--- src/mbe_pkg.sv ---
package mbe_pkg;

	// Fixed-point format of c and z
	localparam int FRAC_BITS   = 25;
	localparam int WORD_W      = 32;
	localparam int PROD_W      = 2 * WORD_W;
	// Iteration count and limit share one width
	localparam int COUNT_WIDTH = 16;
	localparam logic [COUNT_WIDTH-1:0] LIMIT_RESET = COUNT_WIDTH'(300);

	// Ring of stages: one slot per stage, slot count must be a power of two
	localparam int SLOTS = 4;
	localparam int SEQ_W = $clog2(SLOTS);

	// Escape bound |z|^2 >= 4 in the scaled domain
	localparam logic signed [PROD_W-1:0] ESCAPE_FX = PROD_W'(64'sd4 <<< FRAC_BITS);

	// Stream widths, rounded up to whole bytes
	localparam int IN_W  = 2 * WORD_W;
	localparam int OUT_W = ((COUNT_WIDTH + 2 + 7) / 8) * 8;

	typedef struct packed {
		logic                   done;
		logic [SEQ_W-1:0]       seq;
		logic [COUNT_WIDTH-1:0] count;
		logic signed [WORD_W-1:0] zr;
		logic signed [WORD_W-1:0] zi;
		logic signed [WORD_W-1:0] cr;
		logic signed [WORD_W-1:0] ci;
	} slot_t;

	typedef struct packed {
		slot_t                    slot;
		logic signed [WORD_W-1:0] sum;
		logic signed [WORD_W-1:0] dif;
	} front_t;

	typedef struct packed {
		slot_t                    slot;
		logic signed [PROD_W-1:0] p_rr;
		logic signed [PROD_W-1:0] p_ii;
		logic signed [PROD_W-1:0] p_sd;
		logic signed [PROD_W-1:0] p_ri;
	} prod_t;

	typedef struct packed {
		slot_t                    slot;
		logic signed [PROD_W-1:0] mag;
		logic signed [WORD_W-1:0] nr;
		logic signed [WORD_W-1:0] ni;
	} acc_t;

endpackage

--- src/mbe_back.sv ---
module mbe_back (
	input  logic                            clk,
	input  logic                            arst_n,
	input  logic [mbe_pkg::COUNT_WIDTH-1:0] limit,
	input  logic                            valid_s2,
	input  mbe_pkg::prod_t                  prod_s2,
	output logic                            valid_s4,
	output mbe_pkg::slot_t                  slot_s4
);
	import mbe_pkg::*;

	logic                     valid_s3;
	acc_t                     acc_s3;
	logic signed [PROD_W-1:0] rr_sh, ii_sh, sd_sh, ri_sh;
	logic                     escape;
	logic [COUNT_WIDTH-1:0]   count_n;
	slot_t                    next_slot;

	always_ff @(posedge clk or negedge arst_n) begin
		if (!arst_n) begin
			valid_s3 <= 1'b0;
			valid_s4 <= 1'b0;
		end else begin
			valid_s3 <= valid_s2;
			valid_s4 <= valid_s3;
		end
	end

	// Stage 3: rescale products, form |z|^2 and the next z
	always_comb begin
		rr_sh = prod_s2.p_rr >>> FRAC_BITS;
		ii_sh = prod_s2.p_ii >>> FRAC_BITS;
		sd_sh = prod_s2.p_sd >>> FRAC_BITS;
		ri_sh = prod_s2.p_ri >>> FRAC_BITS;
	end

	always_ff @(posedge clk) begin
		acc_s3.slot <= prod_s2.slot;
		acc_s3.mag  <= rr_sh + ii_sh;
		acc_s3.nr   <= $signed(sd_sh[WORD_W-1:0] + prod_s2.slot.cr);
		acc_s3.ni   <= $signed({ri_sh[WORD_W-2:0], 1'b0} + prod_s2.slot.ci);
	end

	// Stage 4: escape test, count step, limit check; finished slots hold
	always_comb begin
		escape    = (acc_s3.mag >= ESCAPE_FX);
		count_n   = acc_s3.slot.count + COUNT_WIDTH'(1);
		next_slot = acc_s3.slot;
		if (!acc_s3.slot.done) begin
			if (escape) begin
				next_slot.done = 1'b1;
			end else begin
				next_slot.count = count_n;
				if (count_n >= limit) begin
					next_slot.done = 1'b1;
				end else begin
					next_slot.zr = acc_s3.nr;
					next_slot.zi = acc_s3.ni;
				end
			end
		end
	end

	always_ff @(posedge clk) begin
		slot_s4 <= next_slot;
	end

endmodule

--- config.mk ---
export PLATFORM = sky130hd
export DESIGN_NAME = mbe_back
export DESIGN_NICKNAME = d
export VERILOG_FILES = /design/src/mbe_pkg.sv /design/src/mbe_back.sv
export SDC_FILE = /design/constraint.sdc
export NUM_CORES = 1
export LEC_CHECK = 0
export BUFFER_PORTS_ARGS = -buffer_cell sky130_fd_sc_hd__buf_2
export CAP_MARGIN = 20
export CORE_AREA = 2 2 223 225
export CTS_CLUSTER_DIAMETER = 200
export DETAILED_ROUTE_END_ITERATION = 10
export DIE_AREA = 0 0 225 227
export PLACE_DENSITY = 0.59
export SYNTH_ARGS = -nofsm -noshare
export SYNTH_HDL_FRONTEND = slang
export SYNTH_SLANG_ARGS = --single-unit
--- constraint.sdc ---
create_clock -name clk -period 5.94 [get_ports clk]
set_input_delay 0.297 -clock clk [delete_from_list [all_inputs] [get_ports clk]]
set_output_delay 0.297 -clock clk [all_outputs]
set_load 0.005 [all_outputs]
==> out/summary.txt <==
Worst r2r path cells - 15
Worst vdd ir - 174 uV
# fillers - 4603
Critical Path End - slot_s4[76]
Synth top area cells - dfxtp_1 (53%), ha_1 (11%), a21o_1 (4.0%)
Synthesized area - 0.0139 sq mm
F_max - 247 MHz
Router iterations before antenna repair - 4
Rel. slew slack - 0.418
Placer's final routability congestion estimate - 0.866
Starting density of the core - 0.287
Total Routing Usage GR - 0.148
Layout cell share with drive strength beyond 1 - 0.293
Setup slack, reg-to-reg - 1.90 ns
Nets - 2399
RSZ-0062 raised after global routing - false
Max-slew violation count - 0
Die H - 227 um
FF-to-FF End - slot_s4[76]
DRT Wirelength - 39800 um
Clock power frac - 0.412
CTS tree - yes
GR peak layer - met2
Crit path kind - register to register
Status - finished, final reports clean
Count leader, synth - dfxtp_1
Die area - 0.0511 sq mm
Antenna-violating nets left - 0
Most used flip-flop cell after synthesis - dfxtp_1
Gr ovfl total - 0
Hold slack final - 0.0894 ns
Worst setup startpoint - acc_s3[258]
CTS Sinks - 372
Vias - 11346
Root Buffer - clkbuf_16
Final Hold Viols - 0
Crit Path Max Fanout - 33
Synth warn - 0
Clock Tree Buf Depth - 3
Worst R2R Start - acc_s3[258]
Clock latency on the worst-skew pair - 0.55 ns
Port bufs - 454
Post-synthesis sequential area ratio - 0.536
Clk slew on worst S/H paths - 0.06 ns
Met3 GRT Util - 0.0365
CP Capture Type - register
Total power density per cell area - 323 mW/mm^2
GR Util met2 - 0.255
Setup TNS Final - 0 ns
Final Skew - 0.0146 ns
Comb power frac - 0.147
# DRC - 0
Vias in the first global route - 11604
Row Count - 81
Final setup vio count - 0
Arr. time, crit path - 4.47 ns
CP required - 6.37 ns
Avg WL per Cell - 15.8 um
Synthesized flop and latch total - 372
Area delta synth->final - 42.1%
Post-DP HPWL - 30400 um
Slew @ Worst Pin - 0.862 ns
First-pass GRT wire length - 60100 um
Sequential power share - 0.440
Synthesized area per cell - 11.3 sq um
Post-layout min period - 4.04 ns
Switching pwr - 1580 uW
Hold crit path type - input pin to async pin
Post-cts resize count - 0
Num CTS Buffers - 40
Initial antenna violation count - 3
Switching Fraction - 0.248
Synth unique cells - 68
Io pins - 570
CTS H-tree lvls - 2
Syn_nets - 1776
Yosys top cell by area - dfxtp_1
Die X-Extent - 225 um
Met1 Track Usage GR - 0.182
Number of synthesized flops with an enable pin - 0
Drt first-iter violations - 423
Worst setup SP type - register
Ys async rst share - 0.00538
Final Cycle Share - 0.680
Core area - 0.0485 sq mm
Largest net degree at the start of global routing - 34
Max cap viols - 0
LEAKAGE - 0.00938 uW
Top-area cell type share of the netlist area - 0.532
Average vias per placed instance - 4.51
Mapped Cells - 1234
Int Pwr - 4810 uW
Synth cell count leaders - dfxtp_1 (370), ha_1 (117), a21oi_1 (92), a21o_1 (74), xnor2_1 (61)
how the worst min path moves through the flow:
stage | from | end | cells after the start
global route | prod_s2[120] | acc_s3[63] | 3
detailed placement | arst_n | valid_s3 | 1
CTS | prod_s2[120] | acc_s3[63] | 3
floorplan | arst_n | valid_s3 | 0
global placement | arst_n | valid_s3 | 1
finish | arst_n | valid_s4 | 2
timing repair:
| action | 4_1_cts | 5_1_grt |
|---|---|---|
| hold buffers | 151 | 0 |
| setup buffers | 0 | 0 |
| hold endpoints to repair | 152 | 0 |
cells by family after synthesis:
| kind of cell | share of synthesized area |
|---|---|
| compound gates | 0.143 |
| xor+xnor | 0.0617 |
| fa+ha+maj | 0.110 |
| buf+inv | 0.0233 |
| flops | 0.536 |
| mux | 0.0526 |
| simple gates | 0.0737 |
stage by stage:
step                 util  std cells  power (uW)  setup WS, ns  area [sq um]
floorplan               -       1234        3370          2.65         13900
global placement    0.347       2286        3710          1.97         16800
detailed placement  0.347       2286        3730          1.92         16800
CTS                 0.407       2511        6480          1.87         19800
global route        0.407       2512        6700          1.57         19800
finish              0.407       2513        6390          1.90         19800
layout make-up:
cell class,count,area (sq um),area share
Multi-Input combinational cell,787,6140,0.310
Clock buffer,55,1150,0.0582
Sequential cell,372,7460,0.377
Timing Repair Buffer,607,3800,0.192
Tap cell,622,778,0.0394
Antenna cell,2,5.00,0.000253
Inverter,49,184,0.00930
Clock inverter,19,256,0.0130
sequential cells by signal (all words and copies together), names as in the netlist:
| name | flops |
|---|---|
| valid_s4 | 1 |
| slot_s4 | 147 |
| acc_s3 | 223 |
| valid_s3 | 1 |
power by group through the flow:
stage / sequential, uW / combinational (uW) / clock, uW
global placement: 2870 / 846 / 0
global route: 2840 / 1040 / 2820
CTS: 2820 / 943 / 2720
finish: 2810 / 942 / 2630
detailed placement: 2870 / 855 / 0
floorplan: 2860 / 516 / 0
placed cells by master (no fill, tap or decap), types with 11 or more instances in the layout:
| cell type | n |
|---|---|
| dfxtp_1 | 370 |
| buf_2 | 454 |
| xnor2_1 | 61 |
| clkbuf_16 | 42 |
| a31oi_1 | 14 |
| mux2_1 | 49 |
| nor2_1 | 36 |
| nand2_1 | 52 |
| nand4_1 | 13 |
| nand3_1 | 28 |
| o21ai_0 | 39 |
| inv_1 | 49 |
| mux2_2 | 16 |
| xor2_1 | 37 |
| a21o_1 | 74 |
| nor3_1 | 11 |
| dlygate4sd3_1 | 151 |
| ha_1 | 117 |
| a21oi_1 | 92 |
| and3_1 | 23 |
metal layers:
metal  up-vias  wire length, um
met1      5265            17400
met4         2              977
li1       5644                -
met5         -               11
met3        67             2530
met2       368            18900
worst max-delay path, cell delays in order, from the launching register on:
cell and delay, ns:
dfxtp_1 0.40, nand3_1 0.18, nor2_1 0.25, and3_1 0.25, and3_1 0.24, and3_1 0.23, nand3_1 0.18, xnor2_1 0.18
ha_1 0.31, a21o_1 0.19, a21o_1 0.17, a21oi_1 0.14, nand3_1 0.13, nor2_4 0.16, buf_4 0.47, mux2_2 0.40
(Power assumes the default switching activity.)
